## src/rtl/lkvc_pkg.sv

```systemverilog
// Shared types and constants for the LRU key-value cache.
`timescale 1ns / 1ps
`default_nettype none
package lkvc_pkg;

	localparam int KEY_W       = 32;
	localparam int CAP_W       = 5;
	localparam int APB_ADDR_W  = 3;
	localparam int APB_DATA_W  = 32;
	localparam logic [CAP_W-1:0] CAPACITY_RESET = 5'd16;

	// register index, taken from paddr[2]
	localparam logic REG_CAPACITY = 1'b0;

	typedef enum logic [1:0] {
		ST_IDLE,
		ST_CMP,
		ST_UPD
	} lkvc_state_t;

	// broadcast from the controller to every cell
	typedef struct packed {
		logic             cmp_en;
		logic             upd_en;
		logic             any_hit;
		logic             is_set;
		logic             full;
		logic [KEY_W-1:0] key;
	} lkvc_ctrl_t;

endpackage
`default_nettype wire

```

## src/rtl/lkvc_cell.sv

```systemverilog
// One recency-ordered entry of the cache; shifts toward the tail on update.
`timescale 1ns / 1ps
`default_nettype none
module lkvc_cell #(
	parameter int VALUE_WIDTH = 64
) (
	input  wire logic                        clk,
	input  wire logic                        arst_n,
	input  wire lkvc_pkg::lkvc_ctrl_t        ctrl,
	input  wire logic                        prev_valid,
	input  wire logic [lkvc_pkg::KEY_W-1:0]  prev_key,
	input  wire logic [VALUE_WIDTH-1:0]      prev_data,
	input  wire logic                        below_match,
	output logic                             valid_q,
	output logic [lkvc_pkg::KEY_W-1:0]       key_q,
	output logic [VALUE_WIDTH-1:0]           data_q,
	output logic                             match_out,
	output logic [VALUE_WIDTH-1:0]           hit_data
);

	logic match_q;
	logic load;

	assign match_out = match_q | below_match;
	assign hit_data  = match_q ? data_q : '0;

	// hit: cells up to the hit shift; miss set: up to first free or, when full, the last valid cell
	always_comb begin
		if (ctrl.any_hit) begin
			load = ctrl.upd_en & match_out;
		end else begin
			load = ctrl.upd_en & ctrl.is_set &
				(ctrl.full ? valid_q : (valid_q | prev_valid));
		end
	end

	always_ff @(posedge clk or negedge arst_n) begin
		if (!arst_n) begin
			valid_q <= 1'b0;
			match_q <= 1'b0;
		end else begin
			if (ctrl.cmp_en) begin
				match_q <= valid_q && (key_q == ctrl.key);
			end
			if (load) begin
				valid_q <= 1'b1;
			end
		end
	end

	always_ff @(posedge clk) begin
		if (load) begin
			key_q  <= prev_key;
			data_q <= prev_data;
		end
	end

endmodule
`default_nettype wire

```

## src/rtl/lru_key_value_cache.sv

```systemverilog
// Top level: LRU key-value cache built as a chain of recency-ordered cells.
// A transaction passes through the compare and update states; its result is then registered.
// A new transaction is accepted only when idle or in the update cycle of the previous one.
// A result waiting in the output register stalls the chain in its update cycle.
// Reset (arst_n, asynchronous, active low): all entries invalid, capacity 16, no output.
`timescale 1ns / 1ps
`default_nettype none
module lru_key_value_cache #(
	parameter int ENTRIES     = 16,
	parameter int VALUE_WIDTH = 64
) (
	input  wire logic                              clk,
	input  wire logic                              arst_n,
	input  wire logic                              psel,
	input  wire logic                              penable,
	input  wire logic                              pwrite,
	input  wire logic [lkvc_pkg::APB_ADDR_W-1:0]   paddr,
	input  wire logic [lkvc_pkg::APB_DATA_W-1:0]   pwdata,
	output logic      [lkvc_pkg::APB_DATA_W-1:0]   prdata,
	output logic                                   pready,
	input  wire logic                              in_valid,
	output logic                                   in_ready,
	input  wire logic                              op,
	input  wire logic signed [lkvc_pkg::KEY_W-1:0] key,
	input  wire logic [VALUE_WIDTH-1:0]            value,
	output logic                                   out_valid,
	input  wire logic                              out_ready,
	output logic                                   hit,
	output logic [VALUE_WIDTH-1:0]                 read_value
);

	localparam int CNT_W = $clog2(ENTRIES + 1);
	localparam int CMP_W = (CNT_W > lkvc_pkg::CAP_W) ? CNT_W : lkvc_pkg::CAP_W;

	lkvc_pkg::lkvc_state_t state_q, state_d;
	lkvc_pkg::lkvc_ctrl_t  ctrl;

	logic [lkvc_pkg::CAP_W-1:0] capacity_q;
	logic [CNT_W-1:0]           used_q;
	logic                       op_s1;
	logic [lkvc_pkg::KEY_W-1:0] key_s1;
	logic [VALUE_WIDTH-1:0]     value_s1;
	logic                       out_valid_q;
	logic                       hit_q;
	logic [VALUE_WIDTH-1:0]     read_value_q;

	logic in_fire, out_free, cmp_en, upd_fire, any_hit, full;
	logic [CMP_W-1:0] cap_ext, eff_cap;
	logic [VALUE_WIDTH-1:0] hit_value, head_data;

	logic [ENTRIES-1:0]         cell_valid;
	logic [ENTRIES-1:0]         cell_match;
	logic [lkvc_pkg::KEY_W-1:0] cell_key  [ENTRIES];
	logic [VALUE_WIDTH-1:0]     cell_data [ENTRIES];
	logic [VALUE_WIDTH-1:0]     cell_hit  [ENTRIES];

	// configuration port
	assign pready = 1'b1;
	always_comb begin
		prdata = '0;
		if (paddr[2] == lkvc_pkg::REG_CAPACITY) begin
			prdata = lkvc_pkg::APB_DATA_W'(capacity_q);
		end
	end

	always_ff @(posedge clk or negedge arst_n) begin
		if (!arst_n) begin
			capacity_q <= lkvc_pkg::CAPACITY_RESET;
		end else if (psel && penable && pwrite && pready &&
				paddr[2] == lkvc_pkg::REG_CAPACITY) begin
			capacity_q <= pwdata[lkvc_pkg::CAP_W-1:0];
		end
	end

	// effective capacity: zero means one, clamp to ENTRIES
	always_comb begin
		cap_ext = CMP_W'(capacity_q);
		if (cap_ext == '0) begin
			eff_cap = CMP_W'(1);
		end else if (cap_ext > CMP_W'(ENTRIES)) begin
			eff_cap = CMP_W'(ENTRIES);
		end else begin
			eff_cap = cap_ext;
		end
	end
	assign full = CMP_W'(used_q) >= eff_cap;

	// controller
	assign out_free = !out_valid_q || out_ready;

	always_comb begin
		cmp_en   = (state_q == lkvc_pkg::ST_CMP);
		upd_fire = (state_q == lkvc_pkg::ST_UPD) && out_free;
		in_ready = (state_q == lkvc_pkg::ST_IDLE) || upd_fire;
	end
	assign in_fire = in_valid && in_ready;

	always_comb begin
		state_d = state_q;
		case (state_q)
			lkvc_pkg::ST_IDLE: begin
				if (in_fire) state_d = lkvc_pkg::ST_CMP;
			end
			lkvc_pkg::ST_CMP: begin
				state_d = lkvc_pkg::ST_UPD;
			end
			lkvc_pkg::ST_UPD: begin
				if (out_free) state_d = in_fire ? lkvc_pkg::ST_CMP : lkvc_pkg::ST_IDLE;
			end
			default: state_d = lkvc_pkg::ST_IDLE;
		endcase
	end

	always_ff @(posedge clk or negedge arst_n) begin
		if (!arst_n) begin
			state_q <= lkvc_pkg::ST_IDLE;
		end else begin
			state_q <= state_d;
		end
	end

	always_ff @(posedge clk) begin
		if (in_fire) begin
			op_s1    <= op;
			key_s1   <= key;
			value_s1 <= value;
		end
	end

	// cell chain
	assign any_hit = cell_match[0];

	always_comb begin
		ctrl.cmp_en  = cmp_en;
		ctrl.upd_en  = upd_fire;
		ctrl.any_hit = any_hit;
		ctrl.is_set  = op_s1;
		ctrl.full    = full;
		ctrl.key     = key_s1;
	end

	always_comb begin
		hit_value = '0;
		for (int i = 0; i < ENTRIES; i++) begin
			hit_value = hit_value | cell_hit[i];
		end
	end
	assign head_data = op_s1 ? value_s1 : hit_value;

	for (genvar i = 0; i < ENTRIES; i++) begin : g_cell
		logic                       p_valid;
		logic [lkvc_pkg::KEY_W-1:0] p_key;
		logic [VALUE_WIDTH-1:0]     p_data;
		logic                       below;
		if (i == 0) begin : g_head
			assign p_valid = 1'b1;
			assign p_key   = key_s1;
			assign p_data  = head_data;
		end else begin : g_body
			assign p_valid = cell_valid[i-1];
			assign p_key   = cell_key[i-1];
			assign p_data  = cell_data[i-1];
		end
		if (i == ENTRIES - 1) begin : g_tail
			assign below = 1'b0;
		end else begin : g_mid
			assign below = cell_match[i+1];
		end
		lkvc_cell #(
			.VALUE_WIDTH(VALUE_WIDTH)
		) u_cell (
			.clk        (clk),
			.arst_n     (arst_n),
			.ctrl       (ctrl),
			.prev_valid (p_valid),
			.prev_key   (p_key),
			.prev_data  (p_data),
			.below_match(below),
			.valid_q    (cell_valid[i]),
			.key_q      (cell_key[i]),
			.data_q     (cell_data[i]),
			.match_out  (cell_match[i]),
			.hit_data   (cell_hit[i])
		);
	end

	// fill count and result register
	always_ff @(posedge clk or negedge arst_n) begin
		if (!arst_n) begin
			used_q      <= '0;
			out_valid_q <= 1'b0;
		end else begin
			if (upd_fire && op_s1 && !any_hit && !full) begin
				used_q <= used_q + CNT_W'(1);
			end
			if (upd_fire) begin
				out_valid_q <= 1'b1;
			end else if (out_ready) begin
				out_valid_q <= 1'b0;
			end
		end
	end

	always_ff @(posedge clk) begin
		if (upd_fire) begin
			hit_q        <= any_hit;
			read_value_q <= (!op_s1 && any_hit) ? hit_value : '0;
		end
	end

	assign out_valid  = out_valid_q;
	assign hit        = hit_q;
	assign read_value = read_value_q;

	// assertions
	a_used_matches_valid: assert property (@(posedge clk) disable iff (!arst_n)
		$countones(cell_valid) == int'(used_q))
		else $error("fill count disagrees with valid cells");

	a_valid_prefix: assert property (@(posedge clk) disable iff (!arst_n)
		((cell_valid + {{(ENTRIES-1){1'b0}}, 1'b1}) & cell_valid) == '0)
		else $error("valid cells are not a contiguous prefix");

	a_result_from_update: assert property (@(posedge clk) disable iff (!arst_n)
		$rose(out_valid_q) |-> $past(state_q == lkvc_pkg::ST_UPD))
		else $error("result appeared without an update cycle");

	a_value_needs_hit: assert property (@(posedge clk) disable iff (!arst_n)
		(out_valid_q && read_value_q != '0) |-> hit_q)
		else $error("nonzero read value without a hit");

endmodule
`default_nettype wire
```

## config.mk

```make
export PLATFORM = sky130hd
export DESIGN_NAME = lru_key_value_cache
export DESIGN_NICKNAME = d
export VERILOG_FILES = /design/src/rtl/lkvc_pkg.sv /design/src/rtl/lkvc_cell.sv /design/src/rtl/lru_key_value_cache.sv
export SDC_FILE = /design/constraint.sdc
export NUM_CORES = 2
export LEC_CHECK = 0
export ABC_CLOCK_PERIOD_IN_PS = 12600
export BUFFER_PORTS_ARGS = -buffer_cell sky130_fd_sc_hd__buf_2
export CORE_MARGIN = 2
export CORE_UTILIZATION = 60
export CTS_BUF_LIST = sky130_fd_sc_hd__clkbuf_4 sky130_fd_sc_hd__clkbuf_8 sky130_fd_sc_hd__clkbuf_16
export DETAILED_ROUTE_END_ITERATION = 16
export PLACE_DENSITY = 0.78
export RECOVER_POWER = 100
export SETUP_SLACK_MARGIN = 0.3
export SKIP_CTS_REPAIR_TIMING = 1
export SLEW_MARGIN = 20
export SYNTH_ARGS = -nofsm -noshare
export SYNTH_HDL_FRONTEND = slang
export SYNTH_SLANG_ARGS = --single-unit
```

## constraint.sdc

```tcl
create_clock -name clk -period 12.6 [get_ports clk]
set_input_delay 3.15 -clock clk [delete_from_list [all_inputs] [get_ports clk]]
set_output_delay 3.15 -clock clk [all_outputs]
set_load 0.02 [all_outputs]
```

# Yosys cells after proc, flatten, opt, wreduce, memory -nomap -nowiden
# Cells that the tools add are included.
# word_totals
ff_bits,1743
latchBits,0
ram_bits,0
rom_bits,0
inputBits,139
out_inout_bits,100
word_cells,268
n_memories,0
# classes
add_sub_neg,1
multipliers,0
div_mod_pow,0
order_cmp,2
n_eq_ne,20
n_shift,0
n_mux,58
bitwise_logic,79
reduce_logical,35
# ops
op,n
2-to-1 mux 64 bit,17
OR 64 bit,15
equality test 32 bit,16
2-to-1 mux 1 bit,35
AND 1 bit,33
OR 1 bit,30
logical AND 1 bit,25
2-to-1 mux 5 bit,3
one-hot mux 2 bit (3 select lines),1
adder 5 x 1 -> 5 bit (second input constant),1
greater-or-equal comparator 5 bit,1
greater-than comparator 5 bit (second input constant),1
logical NOT 5 bit,1
logical NOT 1 bit,4
2-to-1 mux 2 bit,2
!= test 2 bit (second input constant),2
equality test 2 x 1 -> 1 bit (second input constant),1
equality test 2 bit (second input constant),1
logical NOT 2 bit,1
logical OR 1 bit,2
AND reduction 2 bit,1
nonzero test 2 bit,1
inverter 1 bit,1

# Logic depth before layout (Yosys ltp)
# depth
ltp_word,18
depth_mapped,11
mapped_depth_nobuf,9

# By module
# From an unflattened synthesis, not the netlist that was laid out.
# unflattened
cells_unflattened,4342
hier_area_um2,69928.3
# modules_own_cells
module,instances,cells_each,area_per_inst_um2,seq_area_each_um2
lkvc_cell,16,226,3804.9,2932.8
lru_key_value_cache,1,726,9049.9,5191.2

# Worst setup path after synthesis
# No wires, ideal clock.
# synth_timing
path_type,input port to flip-flop
startpoint,in out_ready
endpoint,"reg g_cell[11].u_cell.data_q[0], enable pin"
setup_ps,683
arrival_time_ps,10755
required_time_ps,11917
path_slack_ps,1162
path_stages,7
n_path_buf,2
cell_sequence,nand2b_1 nand2b_1 clkbuf_1 inv_1 nand4_1 clkbuf_1 o21ai_0
# synth_between
elab_chain_cells,5
elab_cells_between_ends,6
classes_between,1 x mux; 3 x bitwise; 2 x reduce/logical
# synth_lines
element,line,source
from (decl),lru_key_value_cache.sv:27,"input wire logic out_ready,"
logical OR 1 bit (*),lru_key_value_cache.sv:89,assign out_free = !out_valid_q || out_ready;
logical AND 1 bit (*),lru_key_value_cache.sv:93,upd_fire = (state_q == lkvc_pkg::ST_UPD) && out_free;
AND 1 bit (2 in series),lkvc_cell.sv:32,load = ctrl.upd_en & ctrl.is_set &
2-to-1 mux 1 bit (*),lkvc_cell.sv:29,if (ctrl.any_hit) begin
named net g_cell[11].u_cell.load,lkvc_cell.sv:22,logic load;
to (signal assigned),lkvc_cell.sv:54,data_q <= prev_data;
to (decl),lkvc_cell.sv:16,"output logic [VALUE_WIDTH-1:0] data_q,"
# The timed path passes the listed nets; every way through them passes the cells marked *.
# A chain may end at the register's enable or synchronous reset.

# Worst setup path after layout
# layout_timing
startpoint,in out_ready
endpoint,"reg g_cell[11].u_cell.data_q[44], enable pin"
# The elaborated chain is that of the path after synthesis.

==> flow_results.xml <==
<?xml version="1.0" encoding="UTF-8"?>
<metrics>
  <group name="outcome">
    <metric name="result_of_the_run" unit="">finished with violations</metric>
    <metric name="failed_checks" unit="">max-capacitance violations, max-slew violations</metric>
  </group>
  <group name="worst_setup_path">
    <metric name="worstPathRequired" unit="ns">12.53</metric>
    <metric name="arrival" unit="ns">9.71</metric>
    <metric name="critical_path.endpoint_type" unit="">flop</metric>
    <metric name="timing.setup.critical_path_class" unit="">primary input to flop</metric>
    <metric name="cp-start-kind" unit="">primary input</metric>
    <metric name="path_max_fanout" unit="">45</metric>
  </group>
  <group name="grt">
    <metric name="via_count_of_the_first_global_routing_pass" unit="">36900</metric>
    <metric name="grt_pass1_wl" unit="µm">232000</metric>
    <metric name="grt_overflow" unit="">0</metric>
    <metric name="antenna_found_initial" unit="">2</metric>
    <metric name="grtUsageTotal" unit="">0.283</metric>
    <metric name="maximum_number_of_pins_on_one_net_before_global_route_repair" unit="">131</metric>
  </group>
  <group name="min_path">
    <metric name="holdCritPathClass" unit="">flop to flop</metric>
  </group>
  <group name="pwr">
    <metric name="cellPowerDensity" unit="nW/µm²">169</metric>
    <metric name="total_leakage_power" unit="µW">0.0243</metric>
    <metric name="worst_ir_drop_vdd" unit="mV">0.149</metric>
  </group>
  <group name="floorplan">
    <metric name="rows" unit="">121</metric>
    <metric name="core_region_area" unit="µm²">109000</metric>
    <metric name="initial_utilization" unit="">0.605</metric>
    <metric name="die_width" unit="µm">335</metric>
    <metric name="fp.dieArea" unit="µm²">112000</metric>
    <metric name="floorplan.die.height" unit="µm">335</metric>
    <metric name="design.portCount" unit="">239</metric>
  </group>
  <group name="clock_network">
    <metric name="cts-htree-levels" unit="">4</metric>
    <metric name="tritoncts_clock_tree" unit="">done</metric>
    <metric name="cts.root.buffer_cell" unit="">sky130_fd_sc_hd__clkbuf_16</metric>
    <metric name="numClockSinks" unit="">1743</metric>
    <metric name="clk_latency_worst_skew_pair" unit="ns">0.79</metric>
    <metric name="clk_transition_reported_paths" unit="ns">0.06</metric>
    <metric name="tritoncts.num_buffers" unit="">164</metric>
    <metric name="longest_clk_path_bufs" unit="">3</metric>
  </group>
  <group name="layout">
    <metric name="final_nets" unit="">4093</metric>
    <metric name="syn_to_final_growth" unit="%">11.5</metric>
    <metric name="final_layout_size_suffix_gt1_frac" unit="">0.106</metric>
    <metric name="register_area" unit="µm²">52200</metric>
    <metric name="number_of_fillers_in_the_final_layout" unit="">6782</metric>
    <metric name="multiInputGateArea" unit="µm²">12800</metric>
  </group>
  <group name="timing">
    <metric name="final_period_minus_worst_setup_slack" unit="ns">9.79</metric>
    <metric name="hold-worst-slack" unit="ns">0.435</metric>
    <metric name="fmax" unit="MHz">102</metric>
    <metric name="summed_negative_setup_slack_over_all_endpoints" unit="ns">0</metric>
    <metric name="final.setup_skew" unit="ns">0.0275</metric>
    <metric name="unrepaired_setup_endpoints_after_global_routing" unit="">false</metric>
    <metric name="max_slew.worst_pin.slew" unit="ns">4.35</metric>
    <metric name="timing.final.max_slew_violations" unit="">1507</metric>
    <metric name="relSlewSlack" unit="">-1.90</metric>
    <metric name="hold_viol" unit="">0</metric>
    <metric name="finalSetupViolCount" unit="">0</metric>
    <metric name="fin_crit_sh" unit="">0.777</metric>
  </group>
  <group name="placed_design">
    <metric name="dp_hpwl" unit="µm">91900</metric>
    <metric name="gp_congestion" unit="">0.872</metric>
    <metric name="io_buffer_count" unit="">181</metric>
  </group>
  <group name="yosys">
    <metric name="synthCells" unit="">3723</metric>
    <metric name="syn-cell-area" unit="µm²">65900</metric>
    <metric name="synth.distinct_cells" unit="">44</metric>
    <metric name="synth_seq_area_share" unit="">0.791</metric>
    <metric name="postSynthAreaPerCell" unit="µm²">17.7</metric>
    <metric name="postSynthRegisterBits" unit="">1743</metric>
    <metric name="synth-warning-count" unit="">0</metric>
  </group>
  <group name="drt">
    <metric name="post-route-drc-count" unit="">0</metric>
    <metric name="drt_first_iter_violations" unit="">4760</metric>
    <metric name="route.vias.total" unit="">36200</metric>
    <metric name="wl" unit="µm">159000</metric>
    <metric name="antenna_left" unit="">0</metric>
    <metric name="dr_wl_cell" unit="µm">29.0</metric>
    <metric name="vias_per_cell" unit="">6.60</metric>
    <metric name="detail_route.first_pass.iterations" unit="">5</metric>
  </group>
  <group name="run">
    <metric name="max_cap_viols" unit="">52</metric>
  </group>
</metrics>
[worst max-delay path, cell delays in order]
cell,delay [ns]
sky130_fd_sc_hd__buf_2,0.11
sky130_fd_sc_hd__nand2b_1,0.18
sky130_fd_sc_hd__nand2b_1,0.75
sky130_fd_sc_hd__clkinvlp_2,1.22
sky130_fd_sc_hd__nand4_1,0.31
sky130_fd_sc_hd__clkbuf_1,1.65
sky130_fd_sc_hd__o21ai_4,0.65
sky130_fd_sc_hd__clkbuf_1,1.61
[cell usage in the layout (no fill, tap or decap), drive strengths merged, types with 4 or more instances in the layout]
cell      instances
a211o             4
a21oi            19
a221o             5
a221oi          128
a22o            144
a22oi           256
buf             137
bufinv            9
clkbuf          340
clkinv           59
clkinvlp          4
conb             28
dfrtp            44
edfxtp         1698
ha                6
inv              86
mux2              6
mux2i            64
nand2            10
nand2b            6
nand3           130
nand4            65
nor2            135
nor2b             7
nor3             23
nor4             97
o21ai            18
o311ai            4
xnor2           145
xor2            371
[path summary, 6_finish.rpt]
check,start,end,slack [ns],cells after the start
setup / recovery,out_ready,g_cell[11].u_cell.data_q[44],2.81,8
hold / removal,g_cell[14].u_cell.data_q[47],g_cell[15].u_cell.data_q[47],0.43,0
setup reg to reg,g_cell[12].u_cell.match_q,g_cell[0].u_cell.data_q[44],4.45,6
hold reg to reg,g_cell[14].u_cell.data_q[47],g_cell[15].u_cell.data_q[47],0.43,0
max in group asynchronous,arst_n,g_cell[0].u_cell.match_q,7.14,2
min in group asynchronous,arst_n,out_valid,3.37,2
[kinds of logic (layout without fill, tap and decap cells)]
kind of cell / after synthesis / in the layout / synth area share
flip-flops: 1743 / 1743 / 0.791
AO/OA/AOI/OAI: 593 / 593 / 0.0716
XOR/XNOR: 516 / 516 / 0.0686
AND/OR/NAND/NOR: 483 / 483 / 0.0375
buffers and inverters: 310 / 635 / 0.0193
multiplexers: 70 / 70 / 0.0107
adder cells (fa/ha/maj): 6 / 6 / 0.00114
other: 2 / 29 / 0.000114
[Yosys cell counts (all sizes together)]
library cell / instances / share of area
ha: 6 / 0.0011
nor2: 135 / 0.0077
a22oi: 256 / 0.029
a21boi: 1 / 0.00011
a21oi: 19 / 0.0014
clkbuf: 159 / 0.0091
a221o: 5 / 0.00076
a22o: 144 / 0.019
o31a: 2 / 0.00027
mux2i: 64 / 0.0097
edfxtp: 1698 / 0.77
xor2: 371 / 0.049
o22ai: 3 / 0.00028
nor4: 97 / 0.0092
a21o: 3 / 0.00034
inv: 76 / 0.0043
o21bai: 3 / 0.00034
nand4b: 1 / 0.00013
xnor2: 145 / 0.019
a211o: 4 / 0.00053
and2: 2 / 0.00019
or3: 3 / 0.00028
nand3: 130 / 0.0099
o21ai: 18 / 0.0014
or2: 1 / 0.000095
dfrtp: 44 / 0.017
nor2b: 7 / 0.00066
o311ai: 4 / 0.00053
buf: 75 / 0.0059
or4: 3 / 0.00034
a31oi: 1 / 0.000095
nor3: 23 / 0.0017
conb: 2 / 0.00011
o31ai: 1 / 0.00011
nand4: 65 / 0.0062
nand2b: 6 / 0.00057
mux2: 6 / 0.0010
nand2: 10 / 0.00057
o21a: 1 / 0.00011
dfstp: 1 / 0.00040
a221oi: 128 / 0.017
[sequential cells by signal, indices dropped and copies added (netlist names)]
| name | cells |
|---|---|
| cap_ext | 5 |
| g_cell.p_key | 32 |
| g_cell.u_cell.data_q | 1024 |
| g_cell.u_cell.key_q | 512 |
| g_cell.u_cell.match_q | 16 |
| g_cell.u_cell.valid_q | 16 |
| hit | 1 |
| op_s1 | 1 |
| out_valid | 1 |
| read_value | 64 |
| state_q | 2 |
| used_q | 5 |
| value_s1 | 64 |
[per-stage QoR]
stage	setup slack, ns	instances	utilization	power (µW)	instance area, µm²
final	2.81	5489	0.675	12400	73500
after global routing	2.65	5488	0.675	12700	73500
after detailed placement	4.76	5195	0.630	7670	68600
after CTS	5.58	5487	0.678	12400	73800
after floorplan	1.16	3749	-	7430	66000
after global placement	4.87	5194	0.630	7640	68600
[per-layer routing]
layer / vias to the layer above / GRT usage / part of all wire
li1: 15000 / - / -
met1: 17800 / 0.375 / 0.36
met2: 2903 / 0.448 / 0.47
met3: 484 / 0.0720 / 0.13
met4: 4 / 0.120 / 0.044
met5: - / 0 / 0.00014
[power by group]
part | leakage (µW) | total [µW] | internal, µW | switching (µW)
sequential | 0.0160 | 6920 | 6740 | 176
clock | 0.00260 | 4830 | 2720 | 2100
combinational | 0.00571 | 653 | 163 | 490
total | 0.0243 | 12400 | 9630 | 2770
[cell type report]
cell class,instances,share of cell area
Sequential cell,1743,0.710
Multi-Input combinational cell,1696,0.174
Clock buffer,210,0.0616
Tap cell,1414,0.0241
Timing Repair Buffer,267,0.0173
Clock inverter,82,0.00904
Inverter,76,0.00390
Antenna cell,1,0.0000341
Note: power is estimated with default switching activity, not from simulation.
